==> src/sv/cfae_pkg.sv <==
// ----------------------------------------------------------------------------
// cfae_pkg: shared types and constants of the CAN frame ASCII encoder
// character codes, record layout, queue sizing and the hex digit function
// ----------------------------------------------------------------------------
package cfae_pkg;

   localparam int ID_W    = 11;
   localparam int LEN_W   = 4;
   localparam int DATA_W  = 64;
   localparam int STAMP_W = 16;
   localparam int CHAR_W  = 8;
   localparam int POS_W   = 5;

   localparam logic [CHAR_W-1:0] CHAR_START = 8'h74; // 't'
   localparam logic [CHAR_W-1:0] CHAR_CR    = 8'h0D; // carriage return
   localparam logic [CHAR_W-1:0] CHAR_ZERO  = 8'h30; // '0'
   localparam logic [CHAR_W-1:0] CHAR_A     = 8'h41; // 'A'
   localparam logic [3:0]        FIRST_LETTER = 4'd10;
   localparam logic [LEN_W-1:0]  MAX_BYTES    = 4'd8;

   // record positions: start char, three id digits, length digit
   localparam logic [POS_W-1:0] POS_START = 5'd0;
   localparam logic [POS_W-1:0] POS_ID2   = 5'd1;
   localparam logic [POS_W-1:0] POS_ID1   = 5'd2;
   localparam logic [POS_W-1:0] POS_ID0   = 5'd3;
   localparam logic [POS_W-1:0] POS_LEN   = 5'd4;
   localparam logic [POS_W-1:0] HEAD_CHARS   = 5'd5;
   localparam logic [POS_W-1:0] STAMP_DIGITS = 5'd4;

   // queue between front and back
   localparam int QUEUE_DEPTH = 2;
   localparam int QPTR_W      = (QUEUE_DEPTH > 1) ? $clog2(QUEUE_DEPTH) : 1;
   localparam int QCNT_W      = $clog2(QUEUE_DEPTH + 1);

   typedef struct packed {
      logic [ID_W-1:0]    frame_id;
      logic [LEN_W-1:0]   len;      // already saturated to eight
      logic [DATA_W-1:0]  payload;
      logic [STAMP_W-1:0] stamp;
   } rec_type;

   function automatic logic [CHAR_W-1:0] hex_char(input logic [3:0] nib);
      logic [CHAR_W-1:0] res;
      if (nib >= FIRST_LETTER) begin
         res = CHAR_A + {4'd0, nib - FIRST_LETTER};
      end else begin
         res = CHAR_ZERO + {4'd0, nib};
      end
      return res;
   endfunction

endpackage

==> src/sv/cfae_front.sv <==
// ----------------------------------------------------------------------------
// cfae_front: frame intake and record queue
// keeps standard frames on an open channel, saturates length, queues them
// ----------------------------------------------------------------------------
module cfae_front (
   input  logic                  clock,
   input  logic                  reset,
   input  logic                  channel_open,
   input  logic                  in_valid,
   output logic                  in_ready,
   input  logic                  in_extended,
   input  logic [cfae_pkg::ID_W-1:0]    in_frame_id,
   input  logic [cfae_pkg::LEN_W-1:0]   in_byte_count,
   input  logic [cfae_pkg::DATA_W-1:0]  in_payload,
   input  logic [cfae_pkg::STAMP_W-1:0] in_stamp,
   output logic                  q_valid,
   input  logic                  q_pop,
   output cfae_pkg::rec_type     q_rec
);

   cfae_pkg::rec_type                  queue_ff [cfae_pkg::QUEUE_DEPTH];
   logic [cfae_pkg::QPTR_W-1:0]        wr_ptr_ff, wr_ptr_in;
   logic [cfae_pkg::QPTR_W-1:0]        rd_ptr_ff, rd_ptr_in;
   logic [cfae_pkg::QCNT_W-1:0]        count_ff,  count_in;
   logic                               push;
   logic                               pop;
   cfae_pkg::rec_type                  new_rec;

   assign in_ready = (count_ff != cfae_pkg::QCNT_W'(cfae_pkg::QUEUE_DEPTH));
   assign push     = in_valid && in_ready && channel_open && !in_extended;
   assign q_valid  = (count_ff != '0);
   assign pop      = q_pop && q_valid;
   assign q_rec    = queue_ff[rd_ptr_ff];

   always_comb begin
      new_rec.frame_id = in_frame_id;
      new_rec.len      = (in_byte_count > cfae_pkg::MAX_BYTES) ? cfae_pkg::MAX_BYTES
                                                               : in_byte_count;
      new_rec.payload  = in_payload;
      new_rec.stamp    = in_stamp;
   end

   always_comb begin
      wr_ptr_in = wr_ptr_ff;
      rd_ptr_in = rd_ptr_ff;
      count_in  = count_ff;
      if (push) begin
         wr_ptr_in = (wr_ptr_ff == cfae_pkg::QPTR_W'(cfae_pkg::QUEUE_DEPTH - 1))
                     ? '0 : wr_ptr_ff + 1'b1;
      end
      if (pop) begin
         rd_ptr_in = (rd_ptr_ff == cfae_pkg::QPTR_W'(cfae_pkg::QUEUE_DEPTH - 1))
                     ? '0 : rd_ptr_ff + 1'b1;
      end
      if (push && !pop) begin
         count_in = count_ff + 1'b1;
      end else if (pop && !push) begin
         count_in = count_ff - 1'b1;
      end
   end

   always_ff @(posedge clock) begin
      if (reset) begin
         wr_ptr_ff <= '0;
         rd_ptr_ff <= '0;
         count_ff  <= '0;
      end else begin
         wr_ptr_ff <= wr_ptr_in;
         rd_ptr_ff <= rd_ptr_in;
         count_ff  <= count_in;
      end
   end

   always_ff @(posedge clock) begin
      if (push) begin
         queue_ff[wr_ptr_ff] <= new_rec;
      end
   end

endmodule

==> src/sv/cfae_back.sv <==
// ----------------------------------------------------------------------------
// cfae_back: record sequencer
// walks one queued record a character per free cycle into the output register
// ----------------------------------------------------------------------------
module cfae_back (
   input  logic                         clock,
   input  logic                         reset,
   input  logic                         q_valid,
   output logic                         q_pop,
   input  cfae_pkg::rec_type            q_rec,
   output logic                         out_valid,
   input  logic                         out_ready,
   output logic [cfae_pkg::CHAR_W-1:0]  out_char,
   output logic                         out_last
);

   cfae_pkg::rec_type                  rec_ff, rec_in;
   logic                               busy_ff, busy_in;
   logic [cfae_pkg::POS_W-1:0]         pos_ff, pos_in;
   logic                               valid_ff, valid_in;
   logic [cfae_pkg::CHAR_W-1:0]        char_ff, char_in;
   logic                               last_ff, last_in;

   logic                               out_free;
   logic                               emit;
   logic [cfae_pkg::CHAR_W-1:0]        cur_char;
   logic                               cur_last;
   logic [cfae_pkg::POS_W-1:0]         stamp_base;
   logic [cfae_pkg::POS_W-1:0]         data_off;
   logic [cfae_pkg::POS_W-1:0]         stamp_off;
   logic [3:0]                         data_nib_idx;
   logic [1:0]                         stamp_nib_idx;
   logic [11:0]                        id_wide;

   assign out_free   = !valid_ff || out_ready;
   assign emit       = busy_ff && out_free;
   assign stamp_base = cfae_pkg::HEAD_CHARS + {rec_ff.len, 1'b0};
   assign data_off   = pos_ff - cfae_pkg::HEAD_CHARS;
   assign stamp_off  = pos_ff - stamp_base;
   // byte k high nibble first: nibble index 2k+1 then 2k
   assign data_nib_idx  = {data_off[3:1], ~data_off[0]};
   assign stamp_nib_idx = ~stamp_off[1:0];
   assign id_wide       = {1'b0, rec_ff.frame_id};

   // character at the current position
   always_comb begin
      cur_last = 1'b0;
      case (pos_ff)
         cfae_pkg::POS_START: cur_char = cfae_pkg::CHAR_START;
         cfae_pkg::POS_ID2:   cur_char = cfae_pkg::hex_char(id_wide[11:8]);
         cfae_pkg::POS_ID1:   cur_char = cfae_pkg::hex_char(id_wide[7:4]);
         cfae_pkg::POS_ID0:   cur_char = cfae_pkg::hex_char(id_wide[3:0]);
         cfae_pkg::POS_LEN:   cur_char = cfae_pkg::hex_char(rec_ff.len);
         default: begin
            if (pos_ff < stamp_base) begin
               cur_char = cfae_pkg::hex_char(rec_ff.payload[data_nib_idx*4 +: 4]);
            end else if (pos_ff < stamp_base + cfae_pkg::STAMP_DIGITS) begin
               cur_char = cfae_pkg::hex_char(rec_ff.stamp[stamp_nib_idx*4 +: 4]);
            end else begin
               cur_char = cfae_pkg::CHAR_CR;
               cur_last = 1'b1;
            end
         end
      endcase
   end

   // take the next record when idle or on the closing character
   assign q_pop = q_valid && (!busy_ff || (emit && cur_last));

   always_comb begin
      rec_in   = rec_ff;
      busy_in  = busy_ff;
      pos_in   = pos_ff;
      valid_in = valid_ff;
      char_in  = char_ff;
      last_in  = last_ff;
      if (out_ready) begin
         valid_in = 1'b0;
      end
      if (emit) begin
         valid_in = 1'b1;
         char_in  = cur_char;
         last_in  = cur_last;
         pos_in   = pos_ff + 1'b1;
         if (cur_last) begin
            busy_in = 1'b0;
         end
      end
      if (q_pop) begin
         rec_in  = q_rec;
         busy_in = 1'b1;
         pos_in  = cfae_pkg::POS_START;
      end
   end

   always_ff @(posedge clock) begin
      if (reset) begin
         busy_ff  <= 1'b0;
         valid_ff <= 1'b0;
         pos_ff   <= '0;
      end else begin
         busy_ff  <= busy_in;
         valid_ff <= valid_in;
         pos_ff   <= pos_in;
      end
   end

   always_ff @(posedge clock) begin
      rec_ff  <= rec_in;
      char_ff <= char_in;
      last_ff <= last_in;
   end

   assign out_valid = valid_ff;
   assign out_char  = char_ff;
   assign out_last  = last_ff;

endmodule

==> src/sv/can_frame_to_ascii_encoder.sv <==
// ----------------------------------------------------------------------------
// can_frame_to_ascii_encoder: CAN receive frame to serial-line ASCII record
// turns each standard frame into 't', id, length, data, timestamp and CR
// ----------------------------------------------------------------------------
// usage
//   req channel: one received frame per transfer; tuser is the extended-id
//     flag, tdata packs id, length code, eight data bytes and timestamp
//   rsp channel: one ASCII character per transfer, tlast on the closing CR
//   csr channel: one-bit channel open write, always ready; write it only
//     while no record is in flight
//   extended frames and frames on a closed channel are taken and dropped
//   a record is 10 to 26 characters; the sequencer emits one character per
//     cycle while the output register is free to take it
//   a frame passes through the queue, the back end's record register and the
//     output register before its first character appears
//   the back end loads the next record on the cycle of the closing CR, so
//     records leave back to back at one character per cycle unless stalled
//   a two-entry queue lets frames be taken while a record is still going out
//   receiver stall holds the output register and the sequencer; req_tready
//     drops only when the queue is full
//   reset empties the queue and output register and closes the channel
// ----------------------------------------------------------------------------
module can_frame_to_ascii_encoder (
   input  logic        clock,
   input  logic        reset,
   // configuration
   input  logic        csr_valid,
   output logic        csr_ready,
   input  logic        csr_data,     // channel_open
   // frame input
   input  logic        req_tvalid,
   output logic        req_tready,
   input  logic [95:0] req_tdata,    // frame_id[10:0], byte_count[14:11],
                                     // payload[78:15], stamp[94:79], pad
   input  logic        req_tuser,    // extended_id
   // character output
   output logic        rsp_tvalid,
   input  logic        rsp_tready,
   output logic [7:0]  rsp_tdata,    // text_char
   output logic        rsp_tlast     // end_of_record
);

   logic              channel_open_ff, channel_open_in;
   logic              q_valid;
   logic              q_pop;
   cfae_pkg::rec_type q_rec;

   // configuration register, taken on every transfer
   assign csr_ready       = 1'b1;
   assign channel_open_in = (csr_valid && csr_ready) ? csr_data : channel_open_ff;

   always_ff @(posedge clock) begin
      if (reset) begin
         channel_open_ff <= 1'b0;
      end else begin
         channel_open_ff <= channel_open_in;
      end
   end

   // front: classify and queue
   cfae_front u_front (
      .clock         (clock),
      .reset         (reset),
      .channel_open  (channel_open_ff),
      .in_valid      (req_tvalid),
      .in_ready      (req_tready),
      .in_extended   (req_tuser),
      .in_frame_id   (req_tdata[10:0]),
      .in_byte_count (req_tdata[14:11]),
      .in_payload    (req_tdata[78:15]),
      .in_stamp      (req_tdata[94:79]),
      .q_valid       (q_valid),
      .q_pop         (q_pop),
      .q_rec         (q_rec)
   );

   // back: character sequencer and output register
   cfae_back u_back (
      .clock     (clock),
      .reset     (reset),
      .q_valid   (q_valid),
      .q_pop     (q_pop),
      .q_rec     (q_rec),
      .out_valid (rsp_tvalid),
      .out_ready (rsp_tready),
      .out_char  (rsp_tdata),
      .out_last  (rsp_tlast)
   );

endmodule

==> config.mk <==
export PLATFORM = sky130hd
export DESIGN_NAME = can_frame_to_ascii_encoder
export DESIGN_NICKNAME = d
export VERILOG_FILES = /design/src/sv/cfae_pkg.sv /design/src/sv/cfae_front.sv /design/src/sv/cfae_back.sv /design/src/sv/can_frame_to_ascii_encoder.sv
export SDC_FILE = /design/constraint.sdc
export NUM_CORES = 1
export LEC_CHECK = 0
export ABC_CLOCK_PERIOD_IN_PS = 20800
export BUFFER_PORTS_ARGS = -buffer_cell sky130_fd_sc_hd__buf_4
export CAP_MARGIN = 5
export CORE_MARGIN = 2
export CORE_UTILIZATION = 45
export CTS_CLUSTER_SIZE = 10
export DETAILED_ROUTE_END_ITERATION = 10
export HOLD_SLACK_MARGIN = 0.05
export PLACE_DENSITY = 0.61
export SLEW_MARGIN = 20
export SYNTH_ARGS = -nofsm -noshare
export SYNTH_HDL_FRONTEND = slang
export SYNTH_SLANG_ARGS = --single-unit
==> constraint.sdc <==
create_clock -name clock -period 20.8 [get_ports clock]
set_clock_uncertainty 0.2 [all_clocks]
set_input_delay 1.04 -clock clock [delete_from_list [all_inputs] [get_ports clock]]
set_output_delay 1.04 -clock clock [all_outputs]
set_load 0.005 [all_outputs]
==> results.yml, run 1 <==
cts:
  cts_max_level: 2
  cts_resized: 0
  cts_tree: "done"
  clk_latency_ps: 520
  numCtsBuffers: 37
  clkSinkCount: 305
  post_cts_buffers: 0
  cts_hold_buf: 0
  root_buffer: "clkbuf_16"
  clk_path_buf_depth: 3
  clk_pin_slew_ps: 50
sta:
  slew_headroom_pct: 29.6
  finalCritPeriodShare_pct: 22.3
  rsz0062_at_grt: "no"
  setup_viol: 0
  hold_violations: 0
  drv_slew: 0
  tns_ps: 0
  worst_slew_pin_slew_ps: 1040
  layout_min_cycle_time_ps: 4630
  max_freq_mhz: 216
floorplan:
  die-area_um2: 29500
  boundaryPins: 115
  start_util_pct: 45.7
  floorplan.die.width_um: 172
  die_h_um: 172
  fp-row-count: 61
  core_area_um2: 27700
synthesis:
  synth_compound_area_share_pct: 3.97
  ys_warn_count: 0
  synthFlopType: "edfxtp_1"
  synth.area.top_cells: "edfxtp_1, mux2_2, ha_1, mux4_2, dfxtp_1"
  syn-num-nets: 850
  netlist.top_cell.by_area: "edfxtp_1"
  yosysMostFrequentCell: "edfxtp_1"
  synth_edf_count: 293
  synthTopCellsByCount: "edfxtp_1, mux2_2, ha_1, inv_1, nor2_1"
  synthXorXnorAreaFrac_pct: 2.01
  async_flop_share_pct: 0
  ys_types: 66
  synthMuxAreaShare_pct: 12.9
  yosysSeqAreaShare_pct: 71.4
  synth_seq_cells: 305
  synth_top_family_by_area: "multiplexers"
  synth_area_um2: 12700
  synthSimpleGateAreaFrac_pct: 4.08
  synth_top_area_share_pct: 69.5
  synthAdderAreaFrac_pct: 3.36
  syn-instance-count: 713
  avgSynthCellArea_um2: 17.7
setup_path:
  cp_max_fo: 36
  critPathLaunchType: "flip-flop"
  critPathKind: "flip-flop to flip-flop"
  end_kind: "flip-flop"
  worst-r2r-setup-slack_ps: 16170
  crit_required_ps: 20850
  worst_ep_arrival_time_ps: 4680
  r2r_cells: 12
  r2r_start: "u_back.pos_ff[0]$_SDFFE_PP0P_"
  reg2reg_to: "u_back.out_char[3]$_DFFE_PP_"
route:
  via_count: 6407
  firstDrtPassIters: 4
  routedWlPerCell_um: 18.2
  finalWirelength_um: 22500
  final_antenna_net_count: 0
  drc: 0
  drt_iter0_drc: 450
  via_per_inst: 5.18
placement:
  portBuffers: 111
  dp_hpwl_um: 14100
  dpl_cell_area_um2: 13900
  place_congestion: 0.878
final_layout:
  antenna_cells: 0
  final_area_um2: 15000
  nets: 981
  fin_util_pct: 54.1
  drive_above_1_share_pct: 33.9
  syn2layout_area_growth_pct: 18.4
hold_path:
  hold_class: "flip-flop to flip-flop"
  min_to: "channel_open_ff$_SDFFE_PP0P_"
  worstHoldStart: "channel_open_ff$_SDFFE_PP0P_"
  min_path_cells: 2
global_routing:
  grt_pass1_wl_um: 35700
  grt_overflow: 0
  grt_max_degree: 57
  grt_usage_pct: 15.7
  antenna_found_initial: 0
  grt_pass1_vias: 6829
power:
  pwr_density_cell_nw_per_um2: 138
  power.leakage_uw: 0.00519
  irDropWorstVdd_uv: 77.8
status:
  status: "complete, no violations"
job:
  cap_violations: 0
==> metal layers <==
layer | up-vias | routed length [um] | track usage, %
li1 | 3042 | - | -
met1 | 3158 | 9830 | 20.4
met2 | 159 | 11000 | 26.3
met3 | 48 | 1150 | 3.34
met4 | 0 | 547 | 5.27
met5 | - | 0 | 0
==> state kept, by name, summed over array words and instances (netlist names), 2 cells and up <==
name / flops
u_front.queue_ff: 190
u_back.rec_ff: 84
u_back.id_wide: 11
u_back.out_char: 7
u_back.pos_ff: 5
u_front.count_ff: 2
==> layout make-up <==
class,instances,area [um2]
Clock inverter,5,126
Tap cell,378,473
Timing Repair Buffer,120,901
Clock buffer,48,998
Fill cell,2207,12700
Multi-Input combinational cell,356,3350
Sequential cell,305,9040
Inverter,24,90.1
==> critical path, cell delays in order (launching register included) <==
cell and delay (ps):
dfxtp_2 310, buf_4 460, inv_1 250, ha_1 330, xnor2_4 630, mux2i_1 290, nand4_1 170, mux2i_1 340
ha_1 290, inv_1 60, a32oi_1 510, a211oi_1 160, o31a_2 350
==> through the flow <==
step	worst slack (ps)	instances	total power (uW)	hold slack, ps
2_1_floorplan	12380	713	1340	260
3_3_place_gp	16180	1183	1470	276
3_5_place_dp	16080	1183	1490	295
4_1_cts	16070	1236	2100	310
5_1_grt	15840	1236	2180	344
6_report	16170	1236	2070	298
==> power breakdown <==
group	total (uW)	switching, uW	internal, uW
Sequential	875	52.2	823
Combinational	597	331	266
Clock	597	225	372
==> worst max-delay path by stage <==
| stage | start | end | slack (ps) | depth (start not counted) |
|---|---|---|---|---|
| 6_report | u_back.pos_ff[0]$_SDFFE_PP0P_ | u_back.out_char[3]$_DFFE_PP_ | 16170 | 12 |
| 5_1_grt | u_back.pos_ff[0]$_SDFFE_PP0P_ | u_back.out_char[3]$_DFFE_PP_ | 15840 | 12 |
| 4_1_cts | u_back.pos_ff[0]$_SDFFE_PP0P_ | u_back.rec_ff[3]$_DFFE_PP_ | 16070 | 9 |
| 3_5_place_dp | u_back.pos_ff[0]$_SDFFE_PP0P_ | u_back.rec_ff[13]$_DFFE_PP_ | 16080 | 9 |
| 3_3_place_gp | u_back.pos_ff[0]$_SDFFE_PP0P_ | u_back.rec_ff[9]$_DFFE_PP_ | 16180 | 9 |
| 2_1_floorplan | req_tvalid | u_front.queue_ff[0][0]$_DFFE_PP_ | 12380 | 2 |
==> logic make-up after synthesis <==
| group | Yosys count |
|---|---|
| other | 2 |
| adders and majority gates | 34 |
| and+or+nand+nor | 95 |
| DFF | 305 |
| AOI/OAI and AO/OA | 69 |
| buffers and inverters | 52 |
| muxes | 130 |
| xor gates and xnor gates | 26 |
==> cell usage in the layout, fill, tap and decap left out, types with 10 or more instances in the layout <==
| cell | count |
|---|---|
| xor2_1 | 12 |
| buf_4 | 120 |
| edfxtp_1 | 293 |
| mux2_2 | 99 |
| mux4_2 | 14 |
| nor2_1 | 22 |
| dfxtp_1 | 10 |
| inv_1 | 24 |
| xnor2_1 | 12 |
| nand2_1 | 17 |
| ha_1 | 34 |
| mux2i_1 | 15 |
| o21ai_0 | 11 |
| clkbuf_16 | 38 |
Power figures use the tool's default switching activity.
==> run 2: changes to the inputs <==
ABC_AREA = 1   (was unset)
ABC_CLOCK_PERIOD_IN_PS = 4600   (was 20800)
clock period = 4.6 ns   (was 20.8 ns; I/O delays follow)
==> run 2 against run 1 <==
  * Non-clock buffer count grew 100
  * Die area is 0.95% higher
  * Highest routed layer unchanged
  * Largest cell class unchanged
  * Sequential power rose to 4.5 times the previous value
  * Fmax up 28%
==> results.yml, run 2 <==
placement:
  dp_hpwl_um: 14500
  portBuffers: 111
  place_congestion: 0.856
sta:
  setup_viol: 0
  finalCritPeriodShare_pct: 78.5
  rsz0062_at_grt: "no"
  max_freq_mhz: 277
  tns_ps: 0
  hold_violations: 0
  slew_headroom_pct: 38.8
  layout_min_cycle_time_ps: 3610
  drv_slew: 0
  worst_slew_pin_slew_ps: 918
global_routing:
  antenna_found_initial: 0
  grt_max_degree: 83
  grt_pass1_wl_um: 38300
  grt_pass1_vias: 7463
  grt_usage_pct: 16.8
  grt_overflow: 0
synthesis:
  syn-num-nets: 1029
  synth_edf_count: 293
  synthFlopType: "edfxtp_1"
  synth_area_um2: 12800
  yosysSeqAreaShare_pct: 70.7
  synth_seq_cells: 305
  syn-instance-count: 892
  synth.area.top_cells: "edfxtp_1, mux2_2, nand2_1, ha_1, dfxtp_1"
  avgSynthCellArea_um2: 14.3
  yosysMostFrequentCell: "edfxtp_1"
  netlist.top_cell.by_area: "edfxtp_1"
  ys_warn_count: 0
  ys_types: 48
  synth_top_area_share_pct: 68.9
  synthTopCellsByCount: "edfxtp_1, nand2_1, mux2_2, inv_1, nor2_1"
  async_flop_share_pct: 0
floorplan:
  core_area_um2: 27900
  boundaryPins: 115
  start_util_pct: 45.9
  die-area_um2: 29800
  floorplan.die.width_um: 172
  fp-row-count: 61
  die_h_um: 172
power:
  p_clk_share_pct: 26.7
  pwr_density_cell_nw_per_um2: 588
  p_int_uw: 6400
  power.leakage_uw: 0.00601
  combPwrFrac_pct: 31.3
  switching_power_uw: 3040
  irDropWorstVdd_uv: 313
  swShare_pct: 32.2
  pwr-share-seq_pct: 42.0
cts:
  cts_resized: 0
  cts_max_level: 2
  clk_latency_ps: 510
  numCtsBuffers: 36
  clkSinkCount: 305
  clk_pin_slew_ps: 50
  cts_tree: "done"
  clk_path_buf_depth: 3
  post_cts_buffers: 0
  root_buffer: "clkbuf_16"
setup_path:
  critPathLaunchType: "flip-flop"
  end_kind: "flip-flop"
  worst_ep_arrival_time_ps: 3660
  critPathMaxStageDelay_ps: 700
  crit_required_ps: 4650
  critPathKind: "flip-flop to flip-flop"
  cp_max_fo: 16
  cp_cell_sequence: "inv_1, ha_1, buf_4, o21ai_0, o211ai_1, nand3_1, nand2_1, inv_2, ha_1, inv_1, nand3_1, o21ai_2, o21ai_1, nor2_1, nor2_1"
  slowest_stage: "ha_1"
final_layout:
  antenna_cells: 0
  fin_util_pct: 57.7
  layout_commonest_cell: "edfxtp_1"
  syn2layout_area_growth_pct: 25.7
  drive_above_1_share_pct: 25.3
  nets: 1260
  largest_reg_flops: 190
  largest_register: "u_front.queue_ff"
  final_cell_mix: "edfxtp_1, nand2_1, buf_4, dlygate4sd3_1, mux2_2"
status:
  status: "complete, no violations"
route:
  routedWlPerCell_um: 16.1
  drt_iter0_drc: 543
  drc: 0
  firstDrtPassIters: 7
  via_per_inst: 4.89
  final_antenna_net_count: 0
  via_count: 7396
  finalWirelength_um: 24400
job:
  cap_violations: 0
hold_path:
  hold_class: "input port to flip-flop"
[run 2: worst max-delay path: cells and delay by family (launching register included)]
kind	cells	cell delay, ps
AOI/OAI and AO/OA	4	620
buffers and inverters	4	570
adders and majority gates	2	910
and+or+nand+nor	5	590
DFF	1	460
[run 2: layout make-up]
cell class,instances,area (um2)
inverters,69,263
fillers,2201,11800
flip-flops and latches,305,9040
clock buffers,49,971
clock inverters,2,50.0
well taps,378,473
multi-input cells,491,3320
repair buffers,220,1940
[run 2: metrics by stage]
stage	hold WS [ps]	worst slack (ps)	cells	area, um2	power, uW
after global placement	215	1020	1362	14000	6880
final	119	991	1514	16100	9450
after floorplan	99.1	198	892	12800	6120
after CTS	107	981	1514	16100	9550
after global routing	194	669	1514	16100	10100
after detailed placement	217	999	1362	14000	6910
[run 2: cells by family (layout without fill, tap and decap cells)]
family                   Yosys count  count (layout)  synth area share (%)
multiplexers                      95              95                  8.37
flip-flops                       305             305                  70.7
XOR/XNOR                          16              16                  1.21
buffers and inverters             96             340                  3.39
AND/OR/NAND/NOR                  267             267                  9.27
AO/OA/AOI/OAI                     77              77                  3.61
other                              2               2                0.0588
adder cells (fa/ha/maj)           34              34                  3.33
[run 2: timing repair]
item / CTS / global route
setup endpoints to repair: 0 / 0
hold buffers: 101 / 0
endpoints found under the hold margin: 202 / 0
[run 2: layer usage]
layer | GRT usage (%) | vias up | part of all wire [%]
met5 | 0 | - | 0
met4 | 4.79 | 0 | 2.0
met3 | 3.11 | 43 | 4.2
met2 | 27.9 | 154 | 48
met1 | 22.6 | 3547 | 46
li1 | - | 3652 | -
[run 2: final timing paths]
path                                      endpoint  slack [ps]                        startpoint  cells past startpoint
setup reg to reg      u_back.out_char[6]$_DFFE_PP_         990     u_back.pos_ff[1]$_SDFFE_PP0P_                     15
hold / removal       u_back.pos_ff[0]$_SDFFE_PP0P_         120                        rsp_tready                      6
hold reg to reg   u_front.count_ff[1]$_SDFFE_PP0P_         290  u_front.count_ff[1]$_SDFFE_PP0P_                      2
setup / recovery      u_back.out_char[6]$_DFFE_PP_         990     u_back.pos_ff[1]$_SDFFE_PP0P_                     15
[run 2: power by group through the flow]
stage,Combinational (uW),Clock (uW),Sequential [uW]
after floorplan,2220,0,3900
after global placement,2860,0,4020
after detailed placement,2890,0,4020
after CTS,2980,2590,3970
after global routing,3350,2690,4020
final,2960,2520,3960
==> run 3: changes to the inputs <==
ABC_CLOCK_PERIOD_IN_PS = 3300   (was 4600)
PLACE_DENSITY = 0.64   (was 0.61)
clock period = 3.3 ns   (was 4.6 ns; I/O delays follow)
==> run 3 against run 2 <==
  * First-iteration DRC count shrank 18%
  * Global-route usage is essentially flat
  * Highest routed layer unchanged
  * Via count grew 0.73%
  * Sequential share of layout area shrank 0.71 points
  * Routed wire length shrank 0.77%
  * Die area is the same
  * Critical path type unchanged
  * Critical endpoint is now u_front.count_ff[1]$_SDFFE_PP0P_
  * Non-clock buffer count grew 13
  * Clock-buffer cell count grew 7
  * Sequential cell count is the same
  * Setup slack lost 710 ps
  * Largest cell class unchanged
==> results.yml, run 3 (synthesis gave the netlist of run 2 again) <==
final_layout:
  largest_register: "u_front.queue_ff"
  largest_reg_flops: 190
  fillers: 2196
  fin_util_pct: 58.4
  syn2layout_area_growth_pct: 27.3
  nets: 1273
  final_area_um2: 16300
  drive_above_1_share_pct: 26.5
  antenna_cells: 0
  final_cell_mix: "edfxtp_1, nand2_1, buf_4, dlygate4sd3_1, mux2_2"
  layout_commonest_cell: "edfxtp_1"
floorplan:
  floorplan.die.width_um: 172
  core_area_um2: 27900
  start_util_pct: 45.9
  boundaryPins: 115
  die_h_um: 172
  die-area_um2: 29800
  fp-row-count: 61
global_routing:
  grt_use_met3_pct: 3.14
  grt_usage_pct: 16.8
  busiest_layer: "met2"
  antenna_found_initial: 0
  grt_overflow: 0
  grtUsageMet2_pct: 29.1
  global_route.usage.met1_pct: 21.7
  grt_pass1_wl_um: 38200
  grt_pass1_vias: 7562
  grt_max_degree: 63
route:
  firstDrtPassIters: 5
  routedWlPerCell_um: 15.8
  drc: 0
  finalWirelength_um: 24200
  drt_iter0_drc: 447
  via_per_inst: 4.85
  via_count: 7450
  final_antenna_net_count: 0
cts:
  clkSinkCount: 305
  cts_tree: "done"
  clk_path_buf_depth: 3
  root_buffer: "clkbuf_16"
  clk_latency_ps: 520
  clk_pin_slew_ps: 50
  cts_max_level: 2
  numCtsBuffers: 36
sta:
  finalCritPeriodShare_pct: 91.4
  setup_viol: 0
  worst_slew_pin_slew_ps: 634
  slew_headroom_pct: 57.6
  hold_violations: 0
  drv_slew: 0
  fin_hold_ws_ps: 99.3
  layout_min_cycle_time_ps: 3020
  max_freq_mhz: 331
setup_path:
  critPathLaunchType: "flip-flop"
  crit_top_cell: "ha_1"
  end_kind: "flip-flop"
  cp_cell_sequence: "inv_1, ha_1, inv_1, ha_1, nand4_1, o221ai_2, nand2_2, o21ai_4, nand2_2, ha_1, a21oi_1, o21ai_0, o21ai_1, a21oi_1"
  path_buf_inv: 2
  crit_required_ps: 3480
  slowest_stage: "edfxtp_1"
  critPathMaxStageDelay_ps: 380
  critPathTopFamily: "adder cells"
  worst_ep_arrival_time_ps: 3200
  critPathKind: "flip-flop to flip-flop"
  cp_max_fo: 5
placement:
  portBuffers: 111
  dp_hpwl_um: 15000
  place_congestion: 0.865
  dpl_cell_area_um2: 14200
hold_path:
  hold_class: "input port to flip-flop"
power:
  pwr_density_cell_nw_per_um2: 813
  irDropWorstVdd_uv: 552
  power.leakage_uw: 0.00609
job:
  cap_violations: 0
status:
  status: "complete, no violations"
## run 3: cell types whose count changed in the layout (fill, tap and decap cells not counted), sizes merged
cell      delta
bufinv       -1
clkbuf       +7
buf         +13
clkinvlp     +1
inv          +1
## run 3: tightest hold or removal path: cells and delay by family
kind                   cells  cell delay [ps]
and+or+nand+nor            3              420
buffers and inverters      2              100
AOI/OAI and AO/OA          1               70
## run 3: final timing paths
check / start / endpoint / slack [ps] / cells after the start
worst min register to register: u_front.count_ff[1]$_SDFFE_PP0P_ / u_front.count_ff[1]$_SDFFE_PP0P_ / 310 / 2
worst max-delay path: u_back.rec_ff[81]$_DFFE_PP_ / u_front.count_ff[1]$_SDFFE_PP0P_ / 280 / 14
worst max register to register: u_back.rec_ff[81]$_DFFE_PP_ / u_front.count_ff[1]$_SDFFE_PP0P_ / 280 / 14
worst min-delay path: rsp_tready / u_back.pos_ff[0]$_SDFFE_PP0P_ / 100 / 6
## run 3: per-stage QoR
stage	power [uW]	worst slack (ps)	TNS, ps	instances
after CTS	13400	163	0	1532
after global placement	9640	257	0	1372
after global routing	14200	-3.38	-3.38	1535
after floorplan	8540	-668	-166650	892
after detailed placement	9700	188	0	1372
final	13200	283	0	1535
## run 3: report_power, final
part	internal [uW]	switching (uW)
logic	1760	2550
clock network	2060	1430
registers	5160	284
## run 3: repair_timing
item,4_1_cts,5_1_grt
endpoints found under the hold margin,202,0
setup endpoints to repair,0,7
gates resized for setup,0,5
setup buffers,0,3
hold buffers,101,0
## run 3: final cells by class
class                           count  area (um2)  area share (%)
Clock buffer                       56         986            6.06
Timing Repair Buffer              233        2090            12.9
Multi-Input combinational cell    491        3360            20.7
Sequential cell                   305        9040            55.6
Inverter                           69         265            1.63
Tap cell                          378         473            2.91
Clock inverter                      3        45.0           0.277
## run 3: layer usage
metal  vias to the layer above  wire [um]
met5                         -          0
met4                         0        356
met3                        30       1030
met2                       163      12000
met1                      3563      10800
li1                       3694          -
